<file path="src/rtl/imm_pkg.sv">
`timescale 1ns / 1ps
// ----------------------------------------------------------------------------
// imm_pkg: shared types and constants for the frame statistics unit
// Frame size limits, field widths, bounding helper and controller/datapath
// command and status structs.
// ----------------------------------------------------------------------------
package imm_pkg;

  localparam int PIX_W   = 8;
  localparam int SIZE_W  = 13;
  localparam int COUNT_W = 25;
  localparam int SUM_W   = 32;
  localparam int STEP_W  = 3;

  localparam logic [SIZE_W-1:0] MAX_WIDTH  = 13'd4096;
  localparam logic [SIZE_W-1:0] MAX_HEIGHT = 13'd4096;
  localparam logic [SIZE_W-1:0] SIZE_RESET = 13'd4096;

  // Register indexes on the configuration port
  localparam logic REG_IMAGE_WIDTH  = 1'b0;
  localparam logic REG_IMAGE_HEIGHT = 1'b1;

  // Clamp a size register into 1..hi
  function automatic logic [SIZE_W-1:0] bound_size(input logic [SIZE_W-1:0] v,
                                                   input logic [SIZE_W-1:0] hi);
    logic [SIZE_W-1:0] r;
    if (v == '0) begin
      r = {{(SIZE_W-1){1'b0}}, 1'b1};
    end else if (v > hi) begin
      r = hi;
    end else begin
      r = v;
    end
    return r;
  endfunction

  // Pixel count of a frame from the two bounded sizes
  function automatic logic [COUNT_W-1:0] frame_pixels(input logic [SIZE_W-1:0] w,
                                                      input logic [SIZE_W-1:0] h);
    logic [2*SIZE_W-1:0] prod;
    prod = bound_size(w, MAX_WIDTH) * bound_size(h, MAX_HEIGHT);
    return prod[COUNT_W-1:0];
  endfunction

  typedef struct packed {
    logic accum_en;  // take the accepted pixel into the running stats
    logic prep;      // latch dividend and divisor, clear running stats
    logic div_step;  // one restoring division step
    logic load_out;  // move the finished result into the output register
  } imm_cmd_t;

  typedef struct packed {
    logic frame_end; // this pixel completes the frame
    logic out_free;  // output register can take a new word
  } imm_status_t;

endpackage

</file>
<file path="src/rtl/image_min_max_mean_unit.sv">
`timescale 1ns / 1ps
// Result path: after the last pixel of a frame the unit runs a preparation state,
//   8 restoring division steps and a hand-off state into the output register.
// Throughput: one pixel per cycle within a frame; between frames pixels are
//   stalled while the divider runs and until the output register takes the word.
// Reset: sizes return to 4096 x 4096, running stats clear, no word pending.
// ----------------------------------------------------------------------------
// image_min_max_mean_unit: 8-bit image min, max and rounded mean
// Streams pixels, reports min, max and (sum + n/2) / n at each frame end.
// ----------------------------------------------------------------------------
module image_min_max_mean_unit (
  input  logic                       clk,
  input  logic                       rst,
  input  logic                       psel,
  input  logic                       penable,
  input  logic                       pwrite,
  input  logic [2:0]                 paddr,
  input  logic [31:0]                pwdata,
  output logic [31:0]                prdata,
  output logic                       pready,
  input  logic                       in_valid,
  output logic                       in_stall,
  input  logic [imm_pkg::PIX_W-1:0]  pixel,
  output logic                       out_valid,
  input  logic                       out_stall,
  output logic [imm_pkg::PIX_W-1:0]  min_value,
  output logic [imm_pkg::PIX_W-1:0]  max_value,
  output logic [imm_pkg::PIX_W-1:0]  mean_value
);

  logic [imm_pkg::SIZE_W-1:0]  image_width;
  logic [imm_pkg::SIZE_W-1:0]  image_height;
  logic [imm_pkg::COUNT_W-1:0] frame_size;
  logic [imm_pkg::SIZE_W-1:0]  wr_value;
  logic                        wr_en;
  logic                        reg_sel;
  imm_pkg::imm_cmd_t           cmd;
  imm_pkg::imm_status_t        status;

  assign pready   = 1'b1;
  assign wr_en    = psel && penable && pwrite;
  assign reg_sel  = paddr[2];
  assign wr_value = pwdata[imm_pkg::SIZE_W-1:0];

  // Read back the addressed size register
  always_comb begin
    unique case (reg_sel)
      imm_pkg::REG_IMAGE_WIDTH:  prdata = 32'(image_width);
      imm_pkg::REG_IMAGE_HEIGHT: prdata = 32'(image_height);
      default:                   prdata = '0;
    endcase
  end

  // Size registers; frame size is recomputed on every write
  always_ff @(posedge clk) begin
    if (rst) begin
      image_width  <= imm_pkg::SIZE_RESET;
      image_height <= imm_pkg::SIZE_RESET;
      frame_size   <= imm_pkg::frame_pixels(imm_pkg::SIZE_RESET, imm_pkg::SIZE_RESET);
    end else if (wr_en) begin
      if (reg_sel == imm_pkg::REG_IMAGE_WIDTH) begin
        image_width <= wr_value;
        frame_size  <= imm_pkg::frame_pixels(wr_value, image_height);
      end else begin
        image_height <= wr_value;
        frame_size   <= imm_pkg::frame_pixels(image_width, wr_value);
      end
    end
  end

  imm_ctrl u_ctrl (
    .clk      (clk),
    .rst      (rst),
    .in_valid (in_valid),
    .in_stall (in_stall),
    .status   (status),
    .cmd      (cmd)
  );

  imm_dp u_dp (
    .clk        (clk),
    .rst        (rst),
    .pixel      (pixel),
    .frame_size (frame_size),
    .cmd        (cmd),
    .status     (status),
    .out_valid  (out_valid),
    .out_stall  (out_stall),
    .min_value  (min_value),
    .max_value  (max_value),
    .mean_value (mean_value)
  );

endmodule

</file>
<file path="src/rtl/imm_ctrl.sv">
`timescale 1ns / 1ps
// ----------------------------------------------------------------------------
// imm_ctrl: frame statistics controller
// Sequences accumulation, dividend preparation, the eight division steps and
// the hand-off of the result to the output register.
// ----------------------------------------------------------------------------
module imm_ctrl (
  input  logic                 clk,
  input  logic                 rst,
  input  logic                 in_valid,
  output logic                 in_stall,
  input  imm_pkg::imm_status_t status,
  output imm_pkg::imm_cmd_t    cmd
);

  typedef enum logic [3:0] {
    ST_ACCUM  = 4'b0001,
    ST_PREP   = 4'b0010,
    ST_DIVIDE = 4'b0100,
    ST_DONE   = 4'b1000
  } imm_state_t;

  imm_state_t                  state;
  imm_state_t                  state_next;
  logic [imm_pkg::STEP_W-1:0]  step;
  logic [imm_pkg::STEP_W-1:0]  step_next;

  // Take pixels only while accumulating
  assign in_stall = (state != ST_ACCUM);

  // Next state and commands
  always_comb begin
    state_next    = state;
    step_next     = step;
    cmd           = '0;
    unique case (state)
      ST_ACCUM: begin
        cmd.accum_en = in_valid;
        if (in_valid && status.frame_end) begin
          state_next = ST_PREP;
        end
      end
      ST_PREP: begin
        cmd.prep   = 1'b1;
        step_next  = '0;
        state_next = ST_DIVIDE;
      end
      ST_DIVIDE: begin
        cmd.div_step = 1'b1;
        step_next    = step + 1'b1;
        if (step == '1) begin
          state_next = ST_DONE;
        end
      end
      ST_DONE: begin
        if (status.out_free) begin
          cmd.load_out = 1'b1;
          state_next   = ST_ACCUM;
        end
      end
      default: begin
        state_next = ST_ACCUM;
      end
    endcase
  end

  // State registers
  always_ff @(posedge clk) begin
    if (rst) begin
      state <= ST_ACCUM;
      step  <= '0;
    end else begin
      state <= state_next;
      step  <= step_next;
    end
  end

endmodule

</file>
<file path="src/rtl/imm_dp.sv">
`timescale 1ns / 1ps
// ----------------------------------------------------------------------------
// imm_dp: frame statistics datapath
// Running min/max/sum/count, a restoring divider for the rounded mean and the
// output register.
// ----------------------------------------------------------------------------
module imm_dp (
  input  logic                          clk,
  input  logic                          rst,
  input  logic [imm_pkg::PIX_W-1:0]     pixel,
  input  logic [imm_pkg::COUNT_W-1:0]   frame_size,
  input  imm_pkg::imm_cmd_t             cmd,
  output imm_pkg::imm_status_t          status,
  output logic                          out_valid,
  input  logic                          out_stall,
  output logic [imm_pkg::PIX_W-1:0]     min_value,
  output logic [imm_pkg::PIX_W-1:0]     max_value,
  output logic [imm_pkg::PIX_W-1:0]     mean_value
);

  logic [imm_pkg::PIX_W-1:0]   run_min;
  logic [imm_pkg::PIX_W-1:0]   run_max;
  logic [imm_pkg::SUM_W-1:0]   run_sum;
  logic [imm_pkg::COUNT_W-1:0] run_count;
  logic [imm_pkg::COUNT_W-1:0] count_next;

  logic [imm_pkg::PIX_W-1:0]   hold_min;
  logic [imm_pkg::PIX_W-1:0]   hold_max;
  logic [imm_pkg::SUM_W-1:0]   rem;
  logic [imm_pkg::SUM_W-1:0]   divisor;
  logic [imm_pkg::PIX_W-1:0]   quot;
  logic                        fits;

  assign count_next       = run_count + 1'b1;
  assign status.frame_end = (count_next >= frame_size);
  assign status.out_free  = !out_valid || !out_stall;
  assign fits             = (rem >= divisor);

  // Accumulate pixels, clear once the frame is handed to the divider
  always_ff @(posedge clk) begin
    if (rst || cmd.prep) begin
      run_min   <= '1;
      run_max   <= '0;
      run_sum   <= '0;
      run_count <= '0;
    end else if (cmd.accum_en) begin
      if (pixel < run_min) begin
        run_min <= pixel;
      end
      if (pixel > run_max) begin
        run_max <= pixel;
      end
      run_sum   <= run_sum + imm_pkg::SUM_W'(pixel);
      run_count <= count_next;
    end
  end

  // Restoring division: (sum + n/2) / n, quotient known to fit in 8 bits
  always_ff @(posedge clk) begin
    if (cmd.prep) begin
      hold_min <= run_min;
      hold_max <= run_max;
      rem      <= run_sum + imm_pkg::SUM_W'(run_count >> 1);
      divisor  <= imm_pkg::SUM_W'(run_count) << (imm_pkg::PIX_W - 1);
      quot     <= '0;
    end else if (cmd.div_step) begin
      if (fits) begin
        rem <= rem - divisor;
      end
      divisor <= divisor >> 1;
      quot    <= {quot[imm_pkg::PIX_W-2:0], fits};
    end
  end

  // Output register: flag under reset, word loaded on hand-off
  always_ff @(posedge clk) begin
    if (rst) begin
      out_valid <= 1'b0;
    end else if (cmd.load_out) begin
      out_valid <= 1'b1;
    end else if (!out_stall) begin
      out_valid <= 1'b0;
    end
  end

  always_ff @(posedge clk) begin
    if (cmd.load_out) begin
      min_value  <= hold_min;
      max_value  <= hold_max;
      mean_value <= quot;
    end
  end

endmodule

</file>
<file path="config.mk">
export PLATFORM = sky130hd
export DESIGN_NAME = image_min_max_mean_unit
export DESIGN_NICKNAME = d
export VERILOG_FILES = /design/src/rtl/imm_pkg.sv /design/src/rtl/image_min_max_mean_unit.sv /design/src/rtl/imm_ctrl.sv /design/src/rtl/imm_dp.sv
export SDC_FILE = /design/constraint.sdc
export NUM_CORES = 1
export LEC_CHECK = 0
export BUFFER_PORTS_ARGS = -buffer_cell sky130_fd_sc_hd__buf_2
export CORE_MARGIN = 10
export CORE_UTILIZATION = 45
export CTS_BUF_LIST = sky130_fd_sc_hd__clkbuf_8
export DETAILED_ROUTE_END_ITERATION = 8
export GPL_ROUTABILITY_DRIVEN = 0
export SLEW_MARGIN = 20
export SYNTH_ARGS = -nofsm -noshare
export SYNTH_HDL_FRONTEND = slang
export SYNTH_SLANG_ARGS = --single-unit
</file>
<file path="constraint.sdc">
create_clock -name clk -period 9.85 [get_ports clk]
set_input_delay 0.985 -clock clk [delete_from_list [all_inputs] [get_ports clk]]
set_output_delay 0.985 -clock clk [all_outputs]
set_load 0.1 [all_outputs]
</file>
### Word level (Yosys, flattened, before mapping)

Cells that the tools add are included.

| cells by class | value |
|---|---|
| add/sub/neg operators | 5 |
| $mul | 2 |
| magnitude comparators | 7 |
| eq/ne operators | 10 |
| mux-type cells | 37 |
| bitwise logic cells | 1 |
| reduce and logical (&&, ||, !) cells | 19 |

Operator list:

| cell | number |
|---|---|
| 13-bit two-way mux | 18 |
| 32-bit two-way mux | 5 |
| 32-bit one-hot mux with 2 select lines | 1 |
| 13-bit by 13-bit multiplier with 25-bit output | 2 |
| 13-bit greater-than comparator (second input constant) | 3 |
| 13-bit zero test | 3 |
| 32-bit by 24-bit adder with 32-bit output | 1 |
| 32-bit by 8-bit adder with 32-bit output | 1 |
| 32-bit greater-or-equal comparator | 1 |
| 32-bit subtractor | 1 |
| 25-bit by 1-bit adder with 25-bit output (second input constant) | 1 |
| 25-bit greater-or-equal comparator | 1 |
| 25-bit two-way mux | 1 |
| 4-bit one-hot mux with 4 select lines | 1 |
| 4-bit two-way mux | 3 |
| 2-bit AND reduction | 5 |
| 8-bit greater-than comparator | 1 |
| 8-bit less-than comparator | 1 |
| 1-bit two-way mux | 7 |
| 2-bit by 1-bit != test with 1-bit output (second input constant) | 3 |
| 3-bit one-hot mux with 2 select lines | 1 |
| 2-bit nonzero test | 3 |
| 4-bit by 1-bit == test with 1-bit output (second input constant) | 1 |
| 4-bit by 2-bit == test with 1-bit output (second input constant) | 1 |
| 11 further kinds | 15 |

| storage, ports and cells | value |
|---|---|
| register bits after elaboration | 244 |
| bits of input ports | 50 |
| word-level logic and storage cells | 100 |

### Longest topological paths before layout

| logic depth | value |
|---|---|
| word-level depth | 8 |
| mapped depth | 26 |
| depth with buffers taken out | 24 |

### Modules after synthesis

A second synthesis with hierarchy kept.

| unflattened totals | value |
|---|---|
| cell total of the unflattened synthesis | 3,063 |
| area, all modules | 25,799.7 µm² |

By module, submodules not included:

| module | times used | cells each | area each (µm²) | sequential area each (µm²) |
|---|---|---|---|---|
| image_min_max_mean_unit | 1 | 1,697 | 13,574.3 | 1,021.0 |
| imm_dp | 1 | 1,316 | 11,795.1 | 4,694.5 |
| imm_ctrl | 1 | 50 | 430.4 | 140.1 |

### Least setup slack after synthesis

No wires, ideal clock.

| timing | value |
|---|---|
| path type | input to register |
| from | input port pwdata[12] |
| to | register frame_size[24] in the netlist's numbering |
| library setup time | 0.116 ns |
| arrival | 7.052 ns |
| setup slack | 2.682 ns |
| stages on the path | 25 |
| cells stage by stage | clkbuf_1 > clkbuf_1 > inv_1 > clkbuf_1 > nand2_1 > nor2_1 > fa_1 > inv_1 > fa_1 > inv_1 > fa_1 > fa_1 > inv_1 > fa_1 > inv_1 > ha_1 > o21a_1 > o21ai_0 > and4bb_2 > nor2_1 > a31oi_1 > a2111oi_0 > a31o_2 > nand2_1 > a31o_2 |

| between the ends | value |
|---|---|
| word-level cells in the longest chain between the ends | 8 |

RTL lines:

| what | line | text |
|---|---|---|
| from (decl) | image_min_max_mean_unit.sv:18 | `input logic [31:0] pwdata,` |
| 13-bit greater-than comparator | imm_pkg.sv:29 | `end else if (v > hi) begin` |
| 13-bit two-way mux | imm_pkg.sv:29 |  |
| 13-bit two-way mux * | imm_pkg.sv:27 | `if (v == '0) begin` |
| 13-bit two-way mux | image_min_max_mean_unit.sv:61 | `if (reg_sel == imm_pkg::REG_IMAGE_WIDTH) begin` |
| 13-bit two-way mux | image_min_max_mean_unit.sv:60 | `end else if (wr_en) begin` |
| 13-bit two-way mux | image_min_max_mean_unit.sv:56 | `if (rst) begin` |
| 13-bit by 13-bit multiplier with 25-bit output | imm_pkg.sv:41 | `prod = bound_size(w, MAX_WIDTH) * bound_size(h, MAX_HEIGHT);` |
| 25-bit two-way mux * | image_min_max_mean_unit.sv:61 |  |
| to (signal assigned) | image_min_max_mean_unit.sv:59 | `frame_size <= imm_pkg::frame_pixels(imm_pkg::SIZE_RESET, imm_pkg::SIZE_RESET);` |
| to (signal assigned) | image_min_max_mean_unit.sv:63 | `frame_size <= imm_pkg::frame_pixels(wr_value, image_height);` |
| to (signal assigned) | image_min_max_mean_unit.sv:66 | `frame_size <= imm_pkg::frame_pixels(image_width, wr_value);` |
| to (decl) | image_min_max_mean_unit.sv:33 | `logic [imm_pkg::COUNT_W-1:0] frame_size;` |

Every way passes the cells marked *; elsewhere a longest branch is shown, timed or not. The select of a mux whose other input is x is not followed.
A chain may end at the register's enable or synchronous reset.

### Final worst setup path

| timing | value |
|---|---|
| from | input port pwdata[12] |
| to | register frame_size[18] in the netlist's numbering |

The elaborated chain is that of the path after synthesis.

==> out/results.ini <==
[outcome]
status=finished clean

[sta]
rsz0062_at_grt=false
worst_pin_slew_ns=1.16
setup_violations=0
slew_violations=0
skew_ns=0.0143
hold_violations=0
fin_crit_ns=7.55
layout_setup_ws_ns=2.30
fin_crit_sh_pct=76.7
tns_ns=0
slew_headroom_pct=22.7
fmax_ghz=0.132

[clock_network]
cts_root_buf=clkbuf_8
clock_latency_ns=0.59
clk_pin_slew_worst_paths_ns=0.06
postCtsSetupRepairBufs=0
cts_tree=yes
holdBufCountCts=0
clkSinkCount=244
ctsResizeCount=0
htreeDepth=2
cts_buffers=44
clock_path_buffers=3

[die]
fp.dieArea_um2=65500
io-pin-count=109
die_w_um=256
initial_core_util_pct=45.4
core_area_um2=55100
die_h_um=256
row_count=86

[drt]
drcViolationCount=0
dr.pass1.iters=6
wl_per_cell_um=17.6
via_per_inst=5.34
vias=19900
drt_wl_total_um=65500
drt_iter0_drc=1468
ant_nets=0

[placed_design]
io_buffers=67
hpwl_um=50900
dp_slack_ns=1.79

[worst_setup_path]
startpoint=pwdata[12]
slowest_stage=inv_1
path_cells=buf_2 > inv_1 > nand2_1 > nor2_1 > fa_1 > inv_1 > fa_1 > inv_1 > fa_1 > fa_1 > inv_1 > fa_1 > inv_1 > ha_1 > and3_1 > a221oi_1 > o21a_1 > o21ai_0 > nor2_1 > o21ai_0 > a211oi_1 > a211oi_1 > a211oi_1
r2r-end=frame_size[18]
crit_arrival_ns=8.05
crit_type=in -> reg
endpoint_kind=flip-flop
r2r_start=image_height[1]
start_kind=primary input
reg2reg_depth=21
rrSetupSlack_ns=2.70
path_max_fanout=24
critPathMaxStageDelay_ns=0.66
worstPathRequired_ns=10.34

[power_and_ir_drop]
p_per_area_nw_per_um2=86.8
p_leak_nw=12.5
max-vdd-ir-drop_mv=0.0735

[grt]
grt_usage_pct=20.0
grt_pass1_wl_um=107000
grt_pass1_vias=20100
grt_overflow_total=0
antenna_found_initial=0
grt_max_degree=76

[logic_synthesis]
ys_seq_area_share_pct=23.4
synth.distinct_cells=79
ys_seq_elements=244
yosysTopAreaCellShare_pct=19.4
synth_area_per_cell_um2=8.56
synth_edf_count=97
netlist_area_um2=25000
syn-instance-count=2924
synth_warnings=0
yosys.area.top_type=fa_1
synth_common_cells=inv_1 (459), nand2_1 (390), nor2_1 (288)
async_flop_share_pct=0
synth_most_common_cell=inv_1
yosys-top-cells-area=fa_1 (19%), ha_1 (12%), dfxtp_1 (12%), edfxtp_1 (12%), inv_1 (6.9%)
synth_ff_type=dfxtp_1

[final_layout]
nNetsFinal=3489
diodes=0
area_delta_synth_final_pct=7.34
drive_gt1_share_pct=7.00

[hold_path]
hold_depth=0
holdPathEnd=u_dp.min_value[0]
hp-start=u_dp.hold_min[0]
hold_class=reg -> reg

[job]
cap_violations=0

==> power by group <==
group	switching [mW]	leakage, nW	internal, mW
combinational	0.230	9.94	0.0988
sequential	0.0149	2.05	1.06
clock	0.438	0.480	0.487
total	0.684	12.5	1.65
==> through the flow <==
stage | util [%] | hold slack [ns] | total power, mW | cell area, µm² | instances
3_5_place_dp | 47.2 | 0.405 | 1.42 | 26000 | 3655
2_1_floorplan | - | 0.400 | 1.34 | 25100 | 2942
4_1_cts | 48.8 | 0.421 | 2.36 | 26900 | 3733
3_3_place_gp | 47.2 | 0.402 | 1.42 | 26000 | 3655
5_1_grt | 48.8 | 0.427 | 2.45 | 26900 | 3733
6_report | 48.8 | 0.419 | 2.33 | 26900 | 3733
==> placed cells by master, fill, tap and decap left out, drive strengths merged, types with 72 or more instances in the layout <==
master / instances
a21oi: 149
buf: 95
dfxtp: 147
edfxtp: 97
fa: 243
ha: 243
inv: 471
nand2: 390
nor2: 291
o21ai: 92
xnor2: 89
xor2: 72
==> metal layers <==
| layer | up-vias | track usage (%) | share of wire, % |
|---|---|---|---|
| met5 | - | 0 | 0 |
| met1 | 9704 | 26.8 | 45 |
| met4 | 0 | 6.13 | 2.7 |
| met3 | 103 | 4.24 | 7.6 |
| li1 | 9494 | - | - |
| met2 | 639 | 31.9 | 45 |
==> critical path: cells and delay by family <==
kind | cells | cell delay [ns]
buf+inv | 6 | 1.01
simple gates | 4 | 1.35
fa+ha+maj | 6 | 2.63
compound gates | 7 | 2.04
==> kinds of logic after synthesis <==
kind of cell	share of synthesized area (%)
AND/OR/NAND/NOR	16.8
buffers and inverters	9.22
adder cells (fa/ha/maj)	31.6
AO/OA/AOI/OAI	11.8
flip-flops	23.4
XOR/XNOR	5.63
multiplexers	1.55
other	0.0300
==> area by class of cell <==
type                    instances  area [µm²]
fillers                      5430       28200
clock inverters                25         113
multi-input cells            2107       17000
inverters                     461        1730
repair buffers                 95         546
flip-flops and latches        244        5860
clock buffers                  53         729
well taps                     748         936
==> state kept, by name, summed over array words and instances, names as in the netlist <==
register / flops
u_dp.quot: 8
u_dp.mean_value: 8
u_ctrl.step: 3
u_dp.run_count: 25
u_dp.min_value: 8
u_dp.run_min: 8
u_dp.divisor: 32
u_dp.run_max: 8
u_dp.run_sum: 32
image_height: 13
u_dp.hold_min: 8
image_width: 13
u_dp.max_value: 8
u_dp.out_valid: 1
u_dp.hold_max: 8
u_ctrl.state: 4
frame_size: 25
u_dp.rem: 32
==> worst max-delay path by stage <==
stage                     endpoint  slack (ns)
global route        frame_size[24]        1.90
global placement    frame_size[24]        1.85
CTS                 frame_size[24]        2.42
finish              frame_size[18]        2.30
detailed placement  frame_size[24]        1.79
floorplan           frame_size[24]        2.68
(Power assumes the default switching activity.)
